### src/stc_pkg.sv
// ----------------------------------------------------------------------------
// stc_pkg
// shared types, widths and codes of the subaperture centroid block
// ----------------------------------------------------------------------------
package stc_pkg;

  localparam int MAX_IMAGE_DEF     = 512;
  localparam int MAX_SUB_DEF       = 32;
  localparam int MAX_ACROSS_DEF    = 64;
  localparam int MAX_APERTURES_DEF = 1024;

  localparam int THRESH_LIMIT = 8000;

  localparam int TW    = 13;
  localparam int DIMW  = 10;
  localparam int SUBW  = 6;
  localparam int PIXW  = 16;
  localparam int IDXW  = 10;
  localparam int CTRW  = 13;
  localparam int WSW   = 25;
  localparam int MOMW  = 30;
  localparam int QFRAC = 8;

  localparam int CFG_AW = 3;
  localparam int CFG_DW = 13;

  localparam logic [CFG_AW-1:0] REG_THRESHOLD    = 3'd0;
  localparam logic [CFG_AW-1:0] REG_IMAGE_WIDTH  = 3'd1;
  localparam logic [CFG_AW-1:0] REG_IMAGE_HEIGHT = 3'd2;
  localparam logic [CFG_AW-1:0] REG_SUB_WIDTH    = 3'd3;
  localparam logic [CFG_AW-1:0] REG_SUB_HEIGHT   = 3'd4;

  localparam logic [TW-1:0]   THRESHOLD_RST    = 13'd1;
  localparam logic [DIMW-1:0] IMAGE_WIDTH_RST  = 10'd240;
  localparam logic [DIMW-1:0] IMAGE_HEIGHT_RST = 10'd240;
  localparam logic [SUBW-1:0] SUB_WIDTH_RST    = 6'd10;
  localparam logic [SUBW-1:0] SUB_HEIGHT_RST   = 6'd10;

  localparam logic OP_PIXEL = 1'b0;
  localparam logic OP_MASK  = 1'b1;

  localparam int QDEPTH = 2;

  typedef enum logic [1:0] {F_CLEAR, F_IDLE, F_READ, F_UPDATE} front_state_t;
  typedef enum logic [1:0] {B_IDLE, B_DIV, B_DONE} back_state_t;

  typedef struct packed {
    logic [IDXW-1:0] idx;
    logic [WSW-1:0]  ws;
    logic [MOMW-1:0] rm;
    logic [MOMW-1:0] cm;
  } job_t;

  typedef struct packed {
    logic full;
    logic empty;
  } q_stat_t;

endpackage

### src/stc_queue.sv
// ----------------------------------------------------------------------------
// stc_queue
// short job queue between the pixel front and the centroid back
// ----------------------------------------------------------------------------
module stc_queue (
  input  logic             clk,
  input  logic             rst,
  input  logic             push,
  input  stc_pkg::job_t    din,
  input  logic             pop,
  output stc_pkg::job_t    dout,
  output stc_pkg::q_stat_t stat
);
  import stc_pkg::*;

  localparam int PTW = $clog2(QDEPTH);
  localparam int CNW = $clog2(QDEPTH + 1);

  job_t           entries [QDEPTH];
  logic [PTW-1:0] wr_ptr, rd_ptr;
  logic [CNW-1:0] count;

  assign dout       = entries[rd_ptr];
  assign stat.full  = (count == CNW'(QDEPTH));
  assign stat.empty = (count == '0);

  always_ff @(posedge clk) begin
    if (rst) begin
      wr_ptr <= '0;
      rd_ptr <= '0;
      count  <= '0;
    end else begin
      if (push) wr_ptr <= (wr_ptr == PTW'(QDEPTH - 1)) ? '0 : wr_ptr + 1'b1;
      if (pop)  rd_ptr <= (rd_ptr == PTW'(QDEPTH - 1)) ? '0 : rd_ptr + 1'b1;
      if (push && !pop) begin
        count <= count + 1'b1;
      end else if (pop && !push) begin
        count <= count - 1'b1;
      end
    end
  end

  always_ff @(posedge clk) begin
    if (push) entries[wr_ptr] <= din;
  end

endmodule

### config.mk
export PLATFORM = sky130hd
export DESIGN_NAME = stc_queue
export DESIGN_NICKNAME = d
export VERILOG_FILES = /design/src/stc_pkg.sv /design/src/stc_queue.sv
export SDC_FILE = /design/constraint.sdc
export NUM_CORES = 1
export LEC_CHECK = 0
export ABC_AREA = 1
export BUFFER_PORTS_ARGS = -buffer_cell sky130_fd_sc_hd__buf_2
export CORE_MARGIN = 4
export CORE_UTILIZATION = 35
export DETAILED_ROUTE_END_ITERATION = 8
export SLEW_MARGIN = 20
export SYNTH_ARGS = -nofsm -noshare
export SYNTH_HDL_FRONTEND = slang
export SYNTH_SLANG_ARGS = --single-unit
### constraint.sdc
create_clock -name clk -period 11 [get_ports clk]
set_input_delay 3.3 -clock clk [delete_from_list [all_inputs] [get_ports clk]]
set_output_delay 3.3 -clock clk [all_outputs]
set_load 0.05 [all_outputs]
* Word level (Yosys, flattened, before mapping) *
Memory sizes are Yosys's and may differ from the RTL's. A register that Yosys moved wholly into a read port is not among the register bits.
Cells that the tools add are included.

cells by class
  add/subtract/negate cells = 4
  equality and inequality tests = 1
  mux-type cells = 8
  reductions and logical operators = 6

operator list
  cell                 count
  $mux 1               6
  $mux 2               2
  $add 1x1->1 const B  2
  $add 2x1->2 const B  1
  $eq 2x2->1 const B   1
  $logic_and 1x1->1    2
  $logic_not 1->1      2
  $logic_not 2->1      1
  $reduce_bool 2->1    1
  $sub 2x1->2 const B  1

word-level totals
  bits in registers = 4
  RAM bits = 190
  input bits = 99
  output and inout port bits = 97
  word-level logic and storage cells = 23
  memories kept = 1

memories
  name     depth  width  read ports  clocked after Yosys merged registers in  write ports  RTL line         text
  entries  2      95     1           1                                        1            stc_queue.sv:19  job_t entries [QDEPTH];

* Longest topological paths before layout *
  depth in word-level cells = 4
  mapped depth = 8
  mapped depth without buffers = 8

* Least setup slack after synthesis *
No wires, ideal clock.

  kind = input to register
  start = input port push
  end = memory entries[0][0] (netlist bit) (enable)
  setup time = 0.552 ns
  arrival time = 7.317 ns
  required time = 10.448 ns
  setup slack = 3.131 ns
  stages on the path = 2
  buffers on the path = 0
  path through = inv_1 > nor2_1

between the ends
  word-level cells in the longest chain between the ends = 2

ends and longest elaborated chain
  what                          RTL line         text
  start: declaration            stc_queue.sv:8   input logic push,
  $mux 1                        stc_queue.sv:44  if (push) entries[wr_ptr] <= din;
  $mux 1 (implied by the code)  stc_queue.sv:44
  end: declaration              stc_queue.sv:19

No other way between the ends.

==> impl_metrics.csv <==
group,metric,value,unit
setup_path,end_kind,"output port",
synthesis,seq_area_frac_synth,0.7962,
worst_hold_path,min_path_type,"reg -> reg",
setup_path,cp-endpoint,"dout[78]",
synthesis,synth_common_cells,"edfxtp_1, mux2_4, mux2_2, inv_1, nor2_1",
clock_tree,clockBufferDepth,2,
clock_tree,cts_resized,0,
clock_tree,post_cts_buffers,0,
sta,tightest_slew,0.9941,ns
global_routing,grt_pass1_vias,3941,
routing,avgRoutedWirePerCell,16.72,um
final_layout,fin_nets,636,
status,outcome,"finished clean",
synthesis,synth_cells,329,
sta,rsz0062_at_grt,"false",
sta,clock_skew,0.006458,ns
global_routing,grt_pass1_wl,21210,um
power,leakage,3.546,nW
sta,period_share,0.5218,
synthesis,avgSynthCellArea,22.16,um^2
synthesis,yosysMostFrequentCell,"edfxtp_1",
job,drv_cap,0,
final_layout,n_antenna_cell,0,
sta,fin_ws,5.260,ns
routing,vias_per_cell,4.451,
worst_hold_path,min_path_cells,2,
sta,hold_slack,0.5271,ns
synthesis,ys.flop_type,"edfxtp_1",
setup_path,rrSetupSlack,8.89,ns
power,vdd_drop_max,96.80,uV
floorplanning,core_region_area,20360,um^2
clock_tree,htreeDepth,4,
routing,drt_iter0_markers,143,
place,hpwl,9324,um
sta,slew_viol_final,0,
final_layout,syn_to_final_growth,25.91,%
routing,ant_nets,0,
synthesis,synth_top_area_frac,0.7824,
sta,fin_setup_tns,0,ns
place,portBuffers,195,
floorplanning,die_height,152.3,um
routing,drc,0,
synthesis,synth_top_area_cell,"edfxtp_1",
clock_tree,cts_num_sinks,195,
setup_path,criticalPathCategory,"reg -> out",
synthesis,async_flop_share,0,
setup_path,r2r_end,"entries[0][25]$_DFFE_PP_",
clock_tree,root_buffer,"clkbuf_16",
sta,maxSlewHeadroom,0.3373,
floorplanning,ios,196,
place,pre_cts_ws,5.405,ns
sta,setup_viol,0,
routing,drt-total-wl,13690,um
power,powerDensity,196.4,nW/um^2
floorplanning,die_x,152.3,um
final_layout,drive_above_1_share,0.5993,
global_routing,overflow,0,
global_routing,antenna_found_initial,0,
routing,firstDrtPassIters,4,
sta,hold_violations,0,
synthesis,ys_top_cells_by_area,"edfxtp_1, mux2_4, mux2_2",
clock_tree,cts_buffers,17,
routing,via_count,3645,
clock_tree,cts_tree,"yes",
synthesis,yosys_warnings,0,
place,routabilityCongestion,0.7066,
setup_path,critPathLaunchType,"register",
clock_tree,holdBufCountCts,0,
synthesis,synth_seq_cells,195,
clock_tree,clk_pin_slew,0.07,ns
global_routing,grt_util_all_layers,0.1175,
floorplanning,row_count,52,
floorplanning,die_area,23210,um^2
setup_path,worst_ep_required_time,7.70,ns
setup_path,cp.arrival,2.44,ns
clock_tree,clock_latency,0.42,ns
synthesis,synth_nets,429,
sta,clock.fmax,0.1742,GHz
sta,finalCriticalPeriod,5.740,ns
synthesis,synth-edff-count,190,
synthesis,synth_area,7292,um^2
global_routing,grt_max_degree,73,
setup_path,r2r.worst_path.cells,3,
setup_path,crit-reg2reg-launch,"wr_ptr$_SDFFE_PP0P_",
setup_path,critPathMaxFanout,66,
power,finalPower,0.001803,W
final_layout,final_util,0.4508,
floorplanning,initial_core_util,0.3581,
synthesis,yosysUniqueCellTypes,17,
where the power goes:
group	total, W	internal [W]	switching [W]
combinational	0.000290	0.0000894	0.000201
sequential	0.000874	0.000860	0.0000140
clock	0.000640	0.000364	0.000275
total	0.00180	0.00131	0.000490
state kept, by name (all words and copies together), names as in the netlist, named ones only:
signal and count:
entries 190, rd_ptr 1, count 2, wr_ptr 1
stage by stage:
step / std cells / cell area [um^2]
CTS: 819 / 9178
global route: 819 / 9181
floorplan: 329 / 7292
global placement: 786 / 8539
finish: 819 / 9181
detailed placement: 787 / 8559
worst min-delay path by stage:
stage	from	end	slack (ns)
final	count[0]$_SDFFE_PP0P_	count[0]$_SDFFE_PP0P_	0.53
after global routing	count[0]$_SDFFE_PP0P_	count[0]$_SDFFE_PP0P_	0.57
after global placement	count[0]$_SDFFE_PP0P_	count[0]$_SDFFE_PP0P_	0.50
after detailed placement	rd_ptr$_SDFFE_PP0P_	rd_ptr$_SDFFE_PP0P_	0.52
after CTS	count[0]$_SDFFE_PP0P_	count[0]$_SDFFE_PP0P_	0.53
after floorplan	rd_ptr$_SDFFE_PP0P_	register	0.48
final cells by class:
type | instances | area [um^2]
Multi-Input combinational cell | 114 | 1358
Clock buffer | 17 | 425.4
Sequential cell | 195 | 5809
Timing Repair Buffer | 199 | 1022
Clock inverter | 15 | 192.7
Tap cell | 270 | 337.8
Inverter | 9 | 36.28
Fill cell | 1776 | 11180
cells in the final DEF (no fill, tap or decap):
cell,n
a21oi_1,1
buf_12,1
buf_2,195
buf_4,2
buf_6,1
bufinv_16,3
clkbuf_16,17
clkinv_2,2
clkinv_8,1
clkinvlp_4,2
dfxtp_1,4
dfxtp_4,1
edfxtp_1,190
ha_1,1
inv_1,8
inv_4,1
inv_6,7
mux2_2,45
mux2_4,50
nand2_1,5
nand3_1,1
nand4_1,1
nor2_1,6
nor2_4,1
nor3_1,1
o21ai_0,1
xnor2_1,1
routing by layer:
layer | track usage | vias to the layer above | share of wire
li1 | - | 1698 | -
met1 | 0.1485 | 1792 | 0.43
met2 | 0.1920 | 140 | 0.49
met3 | 0.04033 | 15 | 0.066
met4 | 0.03639 | 0 | 0.014
met5 | 0 | - | 0
cells by family after synthesis:
family                     Yosys count  synth area share
DFF                                195            0.7962
muxes                               95            0.1724
buffers and inverters               20           0.01870
and+or+nand+nor                     15          0.008408
AOI/OAI and AO/OA                    2          0.001371
xor gates and xnor gates             1          0.001201
adders and majority gates            1          0.001716
critical path: stages, from the launching register on:
cell     delay (ns)
dfxtp_4        0.64
buf_6          0.65
mux2_2         0.41
buf_2          0.21
Power figures use the tool's default switching activity.
