### src/stc_pkg.sv
// ----------------------------------------------------------------------------
// stc_pkg
// shared types, widths and codes of the subaperture centroid block
// ----------------------------------------------------------------------------
package stc_pkg;

  localparam int MAX_IMAGE_DEF     = 512;
  localparam int MAX_SUB_DEF       = 32;
  localparam int MAX_ACROSS_DEF    = 64;
  localparam int MAX_APERTURES_DEF = 1024;

  localparam int THRESH_LIMIT = 8000;

  localparam int TW    = 13;
  localparam int DIMW  = 10;
  localparam int SUBW  = 6;
  localparam int PIXW  = 16;
  localparam int IDXW  = 10;
  localparam int CTRW  = 13;
  localparam int WSW   = 25;
  localparam int MOMW  = 30;
  localparam int QFRAC = 8;

  localparam int CFG_AW = 3;
  localparam int CFG_DW = 13;

  localparam logic [CFG_AW-1:0] REG_THRESHOLD    = 3'd0;
  localparam logic [CFG_AW-1:0] REG_IMAGE_WIDTH  = 3'd1;
  localparam logic [CFG_AW-1:0] REG_IMAGE_HEIGHT = 3'd2;
  localparam logic [CFG_AW-1:0] REG_SUB_WIDTH    = 3'd3;
  localparam logic [CFG_AW-1:0] REG_SUB_HEIGHT   = 3'd4;

  localparam logic [TW-1:0]   THRESHOLD_RST    = 13'd1;
  localparam logic [DIMW-1:0] IMAGE_WIDTH_RST  = 10'd240;
  localparam logic [DIMW-1:0] IMAGE_HEIGHT_RST = 10'd240;
  localparam logic [SUBW-1:0] SUB_WIDTH_RST    = 6'd10;
  localparam logic [SUBW-1:0] SUB_HEIGHT_RST   = 6'd10;

  localparam logic OP_PIXEL = 1'b0;
  localparam logic OP_MASK  = 1'b1;

  localparam int QDEPTH = 2;

  typedef enum logic [1:0] {F_CLEAR, F_IDLE, F_READ, F_UPDATE} front_state_t;
  typedef enum logic [1:0] {B_IDLE, B_DIV, B_DONE} back_state_t;

  typedef struct packed {
    logic [IDXW-1:0] idx;
    logic [WSW-1:0]  ws;
    logic [MOMW-1:0] rm;
    logic [MOMW-1:0] cm;
  } job_t;

  typedef struct packed {
    logic full;
    logic empty;
  } q_stat_t;

endpackage

### src/stc_back.sv
// ----------------------------------------------------------------------------
// stc_back
// centroid division, one quotient bit per cycle, and output register
// ----------------------------------------------------------------------------
module stc_back (
  input  logic                       clk,
  input  logic                       rst,
  input  stc_pkg::job_t              job,
  input  stc_pkg::q_stat_t           q_stat,
  output logic                       pop,
  output logic                       out_valid,
  input  logic                       out_stall,
  output logic [stc_pkg::IDXW-1:0]   aperture_index,
  output logic [stc_pkg::CTRW-1:0]   row_center,
  output logic [stc_pkg::CTRW-1:0]   col_center,
  output logic                       empty_res
);
  import stc_pkg::*;

  localparam int NB  = MOMW + QFRAC;
  localparam int BCW = $clog2(NB + 1);

  back_state_t state, state_next;

  logic [IDXW-1:0] idx_q;
  logic            emp_q;
  logic [WSW-1:0]  dvs;
  logic [NB-1:0]   dr, dc;
  logic [WSW-1:0]  rr, rc;
  logic [CTRW-1:0] qr, qc;
  logic [BCW-1:0]  cnt;
  logic [WSW:0]    cand_r, cand_c;
  logic            free;

  assign cand_r = {rr, dr[NB-1]};
  assign cand_c = {rc, dc[NB-1]};
  assign free   = !out_valid || !out_stall;

  always_ff @(posedge clk) begin
    if (rst) begin
      state <= B_IDLE;
    end else begin
      state <= state_next;
    end
  end

  always_comb begin
    state_next = state;
    pop        = 1'b0;
    case (state)
      B_IDLE: begin
        if (!q_stat.empty) begin
          pop        = 1'b1;
          state_next = (job.ws == '0) ? B_DONE : B_DIV;
        end
      end
      B_DIV:   if (cnt == BCW'(NB - 1)) state_next = B_DONE;
      B_DONE:  if (free) state_next = B_IDLE;
      default: state_next = B_IDLE;
    endcase
  end

  always_ff @(posedge clk) begin
    if (rst) begin
      out_valid <= 1'b0;
    end else if ((state == B_DONE) && free) begin
      out_valid <= 1'b1;
    end else if (!out_stall) begin
      out_valid <= 1'b0;
    end
  end

  always_ff @(posedge clk) begin
    case (state)
      B_IDLE: begin
        idx_q <= job.idx;
        emp_q <= (job.ws == '0);
        dvs   <= job.ws;
        dr    <= {job.rm, QFRAC'(0)};
        dc    <= {job.cm, QFRAC'(0)};
        rr    <= '0;
        rc    <= '0;
        qr    <= '0;
        qc    <= '0;
        cnt   <= '0;
      end
      B_DIV: begin
        if (cand_r >= {1'b0, dvs}) begin
          rr <= WSW'(cand_r - {1'b0, dvs});
          qr <= {qr[CTRW-2:0], 1'b1};
        end else begin
          rr <= cand_r[WSW-1:0];
          qr <= {qr[CTRW-2:0], 1'b0};
        end
        if (cand_c >= {1'b0, dvs}) begin
          rc <= WSW'(cand_c - {1'b0, dvs});
          qc <= {qc[CTRW-2:0], 1'b1};
        end else begin
          rc <= cand_c[WSW-1:0];
          qc <= {qc[CTRW-2:0], 1'b0};
        end
        dr  <= dr << 1;
        dc  <= dc << 1;
        cnt <= cnt + 1'b1;
      end
      B_DONE: begin
        if (free) begin
          aperture_index <= idx_q;
          row_center     <= emp_q ? '0 : qr;
          col_center     <= emp_q ? '0 : qc;
          empty_res      <= emp_q;
        end
      end
      default: ;
    endcase
  end

endmodule

### config.mk
export PLATFORM = sky130hd
export DESIGN_NAME = stc_back
export DESIGN_NICKNAME = d
export VERILOG_FILES = /design/src/stc_pkg.sv /design/src/stc_back.sv
export SDC_FILE = /design/constraint.sdc
export NUM_CORES = 1
export LEC_CHECK = 0
export ABC_AREA = 1
export BUFFER_PORTS_ARGS = -buffer_cell sky130_fd_sc_hd__clkbuf_2
export CORE_MARGIN = 4
export CORE_UTILIZATION = 25
export DETAILED_ROUTE_END_ITERATION = 6
export GPL_TIMING_DRIVEN = 0
export PLACE_DENSITY = 0.46
export SYNTH_ARGS = -nofsm -noshare
export SYNTH_HDL_FRONTEND = slang
export SYNTH_SLANG_ARGS = --single-unit
### constraint.sdc
create_clock -name clk -period 11.34 [get_ports clk]
set_input_delay 1.134 -clock clk [delete_from_list [all_inputs] [get_ports clk]]
set_output_delay 1.134 -clock clk [all_outputs]
set_load 0.005 [all_outputs]
Yosys cells after proc, flatten, opt, wreduce, memory -nomap -nowiden
Index checks and enable logic that the tools add are counted.
- add/sub/neg operators: 3
- order comparisons: 2
- equality and inequality tests: 7
- mux-type cells: 20
- reduce and logical (&&, ||, !) cells: 9
- operators with widths (operator ; count):
    case mux 38 bit (2 select lines) ; 2
    case mux 25 bit (2 select lines) ; 2
    >= comparator 26 x 25 -> 1 bit ; 2
    case mux 13 bit (2 select lines) ; 2
    two-way mux 25 bit ; 2
    subtractor 25 bit ; 2
    logical NOT 25 bit ; 1
    case mux 6 bit (2 select lines) ; 1
    two-way mux 2 bit ; 4
    adder 6 x 1 -> 6 bit (second input constant) ; 1
    == test 6 bit (second input constant) ; 1
    two-way mux 1 bit ; 6
    inequality test 2 bit (second input constant) ; 3
    case mux 2 bit (3 select lines) ; 1
    AND reduction 3 bit ; 1
    == test 2 x 1 -> 1 bit (second input constant) ; 1
    == test 2 bit (second input constant) ; 1
    logical NOT 1 bit ; 2
    logical NOT 2 bit ; 1
    inequality test 2 x 1 -> 1 bit (second input constant) ; 1
    AND reduction 2 bit ; 1
    nonzero test 2 bit ; 1
    logical AND 1 bit ; 1
    logical OR 1 bit ; 1
- bits in registers: 234
- bits of input ports: 100
- output and inout bits: 39
- word-level logic and storage cells: 57

Depth between registers and ports, before layout
Gate-level depths: netlist (run 1).
- word-level depth: 4
- depth in mapped cells: 16
- mapped depth without buffers: 16

Worst setup path after synthesis (run 1)
Ideal clock, no wire load.
- kind: flip-flop to flip-flop
- from: register state[1]
- to: register aperture_index[0] (netlist bit) (enable)
- setup time: 0.431 ns
- arrival time: 4.145 ns
- required time: 10.909 ns
- slack: 6.764 ns
- cell stages (with the launch flop): 5
- path buffers: 0
- clock period less this slack: 4.576 ns
- path through: dfxtp_1 -> inv_1 -> nor2_1 -> inv_1 -> nor2_1
- cells in the longest elaborated chain, start to end: 2
- ends and longest elaborated chain (what ; RTL line ; source):
    from (decl) ; stc_back.sv:23 ; back_state_t state, state_next;
    from (signal assigned) ; stc_back.sv:43 ; state <= state_next;
    == test 2 bit ; stc_back.sv:74 ; case (state)
    AND reduction 2 bit (no source line) ; n/a ;
    to (signal assigned) ; stc_back.sv:108 ; aperture_index <= idx_q;
    to (decl) ; stc_back.sv:13 ; output logic [stc_pkg::IDXW-1:0] aperture_index,
Every way passes these cells.
A chain may end at the register's enable or synchronous reset.

Worst setup path in the final report (run 1)
- from: input port q_stat[0] (netlist bit)
- to: output port pop
- cells in the longest elaborated chain, start to end: 2
- ends and longest elaborated chain (what ; RTL line ; source):
    from (decl) ; stc_back.sv:9 ; input stc_pkg::q_stat_t q_stat,
    two-way mux 1 bit ; stc_back.sv:52 ; if (!q_stat.empty) begin
    two-way mux 1 bit ; stc_back.sv:50 ; case (state)
    to (decl) ; stc_back.sv:10 ; output logic pop,
Every way passes these cells.

==> reports/results.txt, run 1 <==
worst setup path class -> in2out
CTS tree -> yes
via count -> 10038
clock skew -> 13.0 ps
Initial Util -> 25.3%
die width -> 233 microns
synth top area cells -> edfxtp_1 51%, nand2_1 17%, inv_1 7.5%
Num CTS Buffers -> 27
Avg WL per Cell -> 14.2 microns
Syn. warnings -> 0
Area Growth Syn to Fin -> 19.9%
sequential area share after synthesis -> 51.5%
register share of total power -> 33.6%
Switching Fraction -> 39.7%
Psw -> 0.00142 W
fill count -> 5495
Net Count, Synth -> 1717
CTS Hold Buffers Added -> 0
outcome -> completed
cell taking the most area after synthesis -> edfxtp_1
Final Max Tran Viols -> 0
Synth Instances -> 1563
share of post-route cells with drive strength above 1 -> 14.0%
endpoints failing hold -> 0
Synth Area per Inst -> 8.10 sq um
Final TNS setup -> 0 ps
Max FO, Critical Path -> 2
Netlist cell types -> 39
endpoint type of the worst setup path -> output port
drt initial violations -> 568
RSZ-0062 raised after global routing -> false
drt pass-1 iters -> 5
CP required -> 10210 ps
total grt overflow -> 0
Final Cycle Share -> 23.8%
die height -> 233 microns
largest net degree at the start of global routing -> 89
Worst-Skew Late Latency -> 550 ps
Worst EP arrival -> 1570 ps
slew at the pin with the worst max-slew slack -> 831 ps
vias in the first global route -> 10069
Antenna Nets Post-Route -> 0
clock root buffer -> clkbuf_16
hold_ws -> 423 ps
hpwl dp -> 26.5 mm
final WL -> 34.4 mm
# H-tree levels -> 1
Main synth FF type -> edfxtp_1
CP startpoint kind -> input pin
Resize count post-CTS -> 0
worst min-delay path class -> reg2reg
Netlist Area Pre-Place -> 12700 sq um
Pleak -> 7.44 nW
initial antenna violation count -> 3
FF+latch count, synth -> 218
vias per std cell -> 4.14
Worst-path clk slew -> 60 ps
Post-synth EDFFs -> 215
PwrDens -> 235 nW/um^2
Internal Pwr Total -> 0.00215 W
maxcap violations -> 0
IO Pins -> 139
row cnt -> 82
die area -> 54300 sq um
Clock Sinks -> 218
GPL Wtd Cong -> 0.888
first-pass GRT wire length -> 54.3 mm
worst vdd ir -> 0.138 mV
Core ar. -> 50100 sq um
Longest Clk Path Bufs -> 3
Tmin final -> 2700 ps
achievable frequency -> 370 MHz
NumNets Final -> 1886
Logic pwr share -> 41.7%
Residual DRC -> 0
asr flop ratio synth -> 0%
Max-slew headroom -> 44.1%
Post-CTS Setup Inserts -> 0
Setup violations, final -> 0
I/O Buffers -> 137
GRT Resource Usage Total -> 12.6%
Yosys top cell area share -> 51.0%
clock share of power -> 24.6%
==> metrics by stage <==
stage | area, sq um | worst slack, ps | cells | utilization [%] | power [W]
CTS | 15200 | 8590 | 2424 | 30.3 | 0.00362
floorplan | 12700 | 6760 | 1563 | - | 0.00228
finish | 15200 | 8640 | 2425 | 30.3 | 0.00357
detailed placement | 14300 | 8430 | 2375 | 28.5 | 0.00272
global placement | 14200 | 4760 | 2372 | 28.3 | 0.00271
global route | 15200 | 8450 | 2424 | 30.3 | 0.00387
==> synthesized netlist by cell type (6+ instances only) <==
master / n
nand3_2: 9
o21ai_1: 9
a21oi_1: 27
nand3_1: 41
buf_6: 7
inv_1: 252
edfxtp_1: 215
clkbuf_1: 10
xnor2_1: 19
and2_1: 6
nand4_1: 21
ha_1: 52
buf_2: 12
o21ai_0: 8
nor2_1: 222
nor3_1: 6
nand2_1: 589
nand2_2: 10
==> final timing paths <==
path / start / to / slack (ps) / cells after the start
setup / recovery: q_stat[0] / pop / 8640 / 3
hold / removal: idx_q[6]$_DFFE_PP_ / aperture_index[6]$_DFFE_PP_ / 420 / 0
setup reg to reg: dr[37]$_DFFE_PP_ / rr[20]$_SDFFCE_PN0P_ / 8700 / 15
hold reg to reg: idx_q[6]$_DFFE_PP_ / aperture_index[6]$_DFFE_PP_ / 420 / 0
==> power groups by stage <==
stage / Combinational, W / Sequential, W / Clock [W]
4_1_cts: 0.00151 / 0.00120 / 0.000909
5_1_grt: 0.00171 / 0.00122 / 0.000945
2_1_floorplan: 0.00109 / 0.00120 / 0
3_3_place_gp: 0.00149 / 0.00122 / 0
3_5_place_dp: 0.00150 / 0.00122 / 0
6_report: 0.00149 / 0.00120 / 0.000880
==> layout make-up <==
cell class	count	area (sq um)	area share, %
buffer	32	191	1.26
inverter	257	970	6.39
clock inverter	15	158	1.04
clock buffer	34	742	4.89
sequential	218	6520	42.9
tap	672	841	5.54
multi-input combinational	1056	5000	32.9
antenna	1	2.50	0.0165
timing repair buffer	140	761	5.01
==> flip-flops by register name (all words and copies together) (netlist names) <==
register,count
idx_q,10
state,2
row_center,13
dr,30
rr,25
emp_q,1
col_center,13
out_valid,1
dc,30
qr,13
cnt,6
qc,13
dvs,25
empty_res,1
aperture_index,10
rc,25
==> logic make-up (layout without fill, tap and decap cells) <==
| family | count (synthesis) | after routing | share of synthesized area, % |
|---|---|---|---|
| xor+xnor | 20 | 20 | 1.38 |
| buf+inv | 289 | 478 | 9.14 |
| flops | 218 | 218 | 51.5 |
| compound gates | 55 | 55 | 2.57 |
| other cells | 0 | 1 | 0 |
| simple gates | 927 | 927 | 30.0 |
| fa+ha+maj | 54 | 54 | 5.46 |
==> critical path: stages <==
cell and delay, ps:
clkbuf_2 100, nor3_1 180, clkbuf_2 150
==> per-layer routing <==
metal	track usage (%)	wire length, microns	up-vias
met4	3.08	709	6
met1	17.2	16400	4562
li1	-	-	5237
met3	2.34	1700	42
met5	0	34	-
met2	20.7	15500	191
==> cells in the final DEF, fill, tap and decap left out, types with 5 or more instances in the layout <==
cell type / n
buf_2: 12
o21ai_0: 8
edfxtp_1: 215
o21ai_1: 9
xnor2_1: 19
nand2_2: 10
nor3_1: 6
inv_2: 5
nand3_2: 9
and2_1: 6
a21oi_1: 27
nand2_1: 589
nand3b_1: 5
ha_1: 52
clkbuf_1: 13
clkbuf_16: 27
clkinv_2: 5
nand4_1: 21
buf_6: 7
clkbuf_2: 137
nor2_1: 220
inv_1: 251
nand3_1: 41
Power figures use the tool's default switching activity.
==> run 2, diff against run 1 <==
clock period = 2.5 ns   (was 11.34 ns; I/O delays follow)
==> run 2 against run 1 <==
  * Wire length grew 5.0%
  * Power grew to 5.1 times the previous value
  * First-iteration DRC count increased by 14%
  * Via count grew 6.4%
  * Die area did not move
  * Combinational power grew to 5.7 times the previous value
  * Clock skew up 6.0 ps
  * Critical path depth grew 9
  * Register-to-register slack got worse by 8700 ps
  * Sequential share of layout area is 4.8 points lower
  * Count of clock-buffer cells in the layout fell by 5
  * Critical endpoint is now rc[17]$_SDFFCE_PN0P_
  * Global-route usage rose by 0.39 points
==> reports/results.txt, run 2 (synthesis results as in run 1) <==
Logic pwr share -> 46.0%
Avg WL per Cell -> 14.1 microns
Antenna Nets Post-Route -> 0
final WL -> 36.1 mm
die width -> 233 microns
Longest Clk Path Bufs -> 3
RSZ-0062 raised after global routing -> true
row cnt -> 82
Worst Hold Launch -> q_stat[0]
Core ar. -> 50100 sq um
first-pass GRT wire length -> 56.4 mm
Worst-path clk slew -> 60 ps
clock skew -> 19.0 ps
end of the critical path -> rc[17]$_SDFFCE_PN0P_
maxcap violations -> 0
worst min-delay path class -> in2reg
Worst-Skew Late Latency -> 550 ps
die height -> 233 microns
IO Pins -> 139
Internal Pwr Total -> 0.0112 W
via count -> 10677
PwrDens -> 1070 nW/um^2
share of post-route cells with drive strength above 1 -> 19.4%
outcome -> completed
Residual DRC -> 0
leading cell type in the layout, fill and taps excluded -> nand2_1
Design Power -> 0.0183 W
slew at the pin with the worst max-slew slack -> 897 ps
initial antenna violation count -> 2
largest net degree at the start of global routing -> 39
clock share of power -> 24.0%
Top Registers -> dc x30, dr x30
Psw -> 0.00710 W
clock root buffer -> clkbuf_16
CTS tree -> yes
CP startpoint kind -> flop
I/O Buffers -> 137
Switching Fraction -> 38.7%
Tmin final -> 2500 ps
Final Max Tran Viols -> 0
Area Growth Syn to Fin -> 35.3%
commonest cells after routing, fill and taps aside -> 569 x nand2_1, 239 x inv_1, 215 x edfxtp_1
RR Endpoint -> rc[17]$_SDFFCE_PN0P_
# H-tree levels -> 1
worst setup path class -> reg2reg
vias in the first global route -> 10641
Setup violations, final -> 0
Initial Util -> 25.3%
Final Cycle Share -> 99.9%
NumNets Final -> 2021
die area -> 54300 sq um
final cell count without fillers -> 2560
drt initial violations -> 649
Worst R2R Start -> dvs[22]$_DFFE_PP_
Max FO, Critical Path -> 6
Max-slew headroom -> 39.6%
FF-to-FF path depth -> 12
hpwl dp -> 26.4 mm
endpoint type of the worst setup path -> flop
drt pass-1 iters -> 5
CP required -> 2790 ps
GPL Wtd Cong -> 0.878
Pleak -> 8.22 nW
vias per std cell -> 4.17
placed cell count -> 2377
achievable frequency -> 400 MHz
register share of total power -> 30.0%
Clock Sinks -> 218
R2R Setup Slk -> 2 ps
Num CTS Buffers -> 27
total grt overflow -> 0
GRT Resource Usage Total -> 13.0%
worst vdd ir -> 0.546 mV
Worst setup startpoint -> dvs[22]$_DFFE_PP_
endpoints failing hold -> 0
Worst EP arrival -> 2790 ps
-- run 2: changes by cell type in the layout (fill, tap and decap cells not counted), sizes merged --
cell         change
dlygate4sd3     +97
buf             +32
bufinv           +5
clkbuf           -2
nand3            +2
clkinv           +1
inv              -1
nor2             +1
-- run 2: critical path, cell delays in order (launching register included) --
cell	delay, ps
edfxtp_1	360
inv_1	100
ha_2	400
nand2_1	100
nor2_1	160
nand2_1	130
nor2_2	150
nand4_4	190
nand3_4	260
clkbuf_16	200
nand3_2	60
nand2_1	70
inv_1	60
-- run 2: final cells by class --
type	instances	area, sq um
fillers	5347	33000
flip-flops and latches	218	6520
multi-input cells	1059	5390
repair buffers	273	2170
inverters	257	971
well taps	672	841
clock buffers	29	683
clock inverters	20	310
plain buffers	31	221
diodes	1	2.50
-- run 2: how the worst min path moves through the flow --
stage | cells after the start | slack [ps] | to
floorplan | 1 | 310 | state[1]$_SDFFE_PP0P_
global placement | 0 | 400 | aperture_index[3]$_DFFE_PP_
detailed placement | 0 | 400 | aperture_index[6]$_DFFE_PP_
CTS | 4 | 20 | state[1]$_SDFFE_PP0P_
global route | 4 | 20 | state[1]$_SDFFE_PP0P_
finish | 4 | 60 | state[1]$_SDFFE_PP0P_
-- run 2: power groups by stage --
stage / clock network, W / logic, W / registers (W)
final: 0.00440 / 0.00842 / 0.00550
after CTS: 0.00454 / 0.00751 / 0.00546
after detailed placement: 0 / 0.00679 / 0.00552
after floorplan: 0 / 0.00493 / 0.00542
after global routing: 0.00470 / 0.00943 / 0.00559
after global placement: 0 / 0.00674 / 0.00554
-- run 2: stage by stage --
stage | cell area [sq um] | utilization (%) | worst slack [ps] | setup TNS (ps) | hold slack, ps
after floorplan | 12700 | - | -1140 | -93110 | 309
after global placement | 14200 | 28.4 | -2690 | -388970 | 401
after detailed placement | 14300 | 28.6 | -134 | -7970 | 405
after CTS | 16500 | 33.0 | -1.06 | -2.07 | 17.1
after global routing | 17100 | 34.2 | -101 | -2390 | 17.8
final | 17100 | 34.2 | 1.70 | 0 | 58.9
-- run 2: repair_timing --
item | in CTS | in global routing
setup endpoints to repair | 102 | 51
pin swaps | 3 | 26
hold endpoints to repair | 98 | 0
cloned | 5 | 4
setup buffers | 7 | 21
gates resized for setup | 31 | 93
hold buffers | 97 | 0
-- run 2: per-layer routing --
metal	track usage, %	share of wire (%)
met2	21.6	46
met4	2.95	1.7
met1	17.9	47
met3	2.12	4.9
met5	0	0.033
==> run 3, diff against run 2 <==
CTS_BUF_LIST = sky130_fd_sc_hd__clkbuf_4   (was not set)
REMOVE_ABC_BUFFERS = 1   (was not set)
TNS_END_PERCENT = 5   (was not set)
==> run 3 against run 2 <==
  * The flow now finishes with violations (negative setup slack)
  * Worst hold slack better by 170 ps
  * Sequential share of layout area up 0.86 points
  * Critical path depth up 4
  * Via count is 2.4% higher
  * Non-clock buffer count shrank 38
  * Sequential cell count did not move
  * Sequential power hardly changed
  * Critical endpoint is now rc[8]$_SDFFCE_PN0P_
  * Highest routed layer is now met4
==> reports/results.txt, run 3 (synthesis results as in run 1) <==
vias per std cell -> 4.20
Residual DRC -> 0
Worst-path clk slew -> 60 ps
hpwl dp -> 24.6 mm
Internal Pwr Total -> 0.00999 W
# H-tree levels -> 3
slowest stage delay, CP -> 500 ps
most frequent cell on the critical path -> nand2_4
Clock Sinks -> 218
setup ws final -> -8.78 ps
worst-path cell chain -> inv_1, ha_2, inv_2, fa_2, nand2_4, nand2_4, nand3_4, nand2_4, nand2_4, nand2_4, nand2_4, buf_12, nand3_4, buf_12, nor2_2, nor2_1
commonest cells after routing, fill and taps aside -> 580 x nand2_1, 243 x inv_1, 215 x edfxtp_1
Final Cycle Share -> 100%
slew at the pin with the worst max-slew slack -> 1050 ps
register share of total power -> 32.4%
worst min-delay path class -> in2reg
row cnt -> 82
hold depth -> 2
GPL Wtd Cong -> 0.846
vias in the first global route -> 11089
first-pass GRT wire length -> 58.1 mm
clock skew -> 44.4 ps
clock root buffer -> clkbuf_4
DP Worst Slack -> -537 ps
outcome -> finished with violations
Psw -> 0.00702 W
Setup violations, final -> 5
Logic pwr share -> 45.7%
PwrDens -> 1020 nW/um^2
maxcap violations -> 0
drt initial violations -> 628
Antenna Nets Post-Route -> 0
IO Pins -> 139
Num CTS Buffers -> 69
Core ar. -> 50100 sq um
Area Growth Syn to Fin -> 32.2%
CP max stage cell -> edfxtp_1
RSZ-0062 raised after global routing -> true
FF-to-FF path depth -> 16
Top Registers -> dc x30, dr x30
leading cell type in the layout, fill and taps excluded -> nand2_1
die height -> 233 microns
CTS tree -> yes
die width -> 233 microns
Initial Util -> 25.3%
GRT Resource Usage Total -> 13.7%
Final Max Tran Viols -> 0
worst setup path class -> reg2reg
clock share of power -> 21.9%
share of post-route cells with drive strength above 1 -> 19.5%
failing checks -> negative setup slack
Worst EP arrival -> 3010 ps
total grt overflow -> 0
Worst-Skew Late Latency -> 780 ps
Max-slew headroom -> 30.0%
die area -> 54300 sq um
Switching Fraction -> 41.3%
CP required -> 3000 ps
CP startpoint kind -> flop
largest net degree at the start of global routing -> 87
initial antenna violation count -> 2
Longest Clk Path Bufs -> 3
Pleak -> 8.22 nW
I/O Buffers -> 137
Avg WL per Cell -> 14.4 microns
Final TNS setup -> -30.6 ps
endpoint type of the worst setup path -> flop
NumNets Final -> 2035
Tmin final -> 2510 ps
endpoints failing hold -> 0
achievable frequency -> 399 MHz
via count -> 10936
drt pass-1 iters -> 5
final WL -> 37.5 mm
worst vdd ir -> 0.358 mV
Max FO, Critical Path -> 7
run 3: power groups by stage:
stage | registers [W] | logic [W] | clock network (W)
3_5_place_dp | 0.00557 | 0.00637 | 0
3_3_place_gp | 0.00560 | 0.00636 | 0
2_1_floorplan | 0.00544 | 0.00472 | 0
5_1_grt | 0.00562 | 0.00876 | 0.00412
4_1_cts | 0.00551 | 0.00743 | 0.00394
6_report | 0.00552 | 0.00776 | 0.00373
run 3: metal layers:
| layer | track usage, % | vias up | share of wire (%) |
|---|---|---|---|
| met4 | 6.52 | 0 | 3.8 |
| met1 | 16.9 | 4984 | 43 |
| met3 | 3.13 | 107 | 5.4 |
| li1 | - | 5600 | - |
| met5 | 0 | - | 0 |
| met2 | 22.8 | 245 | 48 |
run 3: layout make-up:
type                            count  area, sq um
Antenna cell                        2         5.00
Tap cell                          672          841
Clock inverter                     18          133
Multi-Input combinational cell   1069         5400
Fill cell                        5357        33300
Timing Repair Buffer              266         2120
Sequential cell                   218         6520
Clock buffer                       99          743
Inverter                          257          972
run 3: worst max-delay path, delay by kind of cell, from the launching register on:
kind                       cells  cell delay [ps]
buffers and inverters          4              480
adders and majority gates      2              530
DFF                            1              500
and+or+nand+nor               10              730
run 3: timing repair:
action,4_1_cts,5_1_grt
buffers inserted,12,10
resized for setup,31,43
hold buffers,99,0
setup endpoints to repair,52,53
pin swaps,15,16
gates cloned,9,5
endpoints found under the hold margin,112,0
run 3: worst paths after layout:
check,endpoint,from,slack [ps]
worst max-delay path,rc[8]$_SDFFCE_PN0P_,dc[37]$_DFFE_PP_,-9
worst min-delay path,idx_q[9]$_DFFE_PP_,job[94],230
worst max register to register,rc[8]$_SDFFCE_PN0P_,dc[37]$_DFFE_PP_,-9
worst min register to register,aperture_index[5]$_DFFE_PP_,idx_q[5]$_DFFE_PP_,410
run 3: stage by stage:
stage,hold WS (ps),util [%],cell area [sq um],instances,total power [W]
3_3_place_gp,402,27.9,14000,2340,0.0120
6_report,226,33.4,16700,2601,0.0170
5_1_grt,159,33.4,16700,2601,0.0185
4_1_cts,108,32.9,16500,2584,0.0169
2_1_floorplan,319,-,12500,1531,0.0102
3_5_place_dp,406,28.3,14200,2347,0.0119
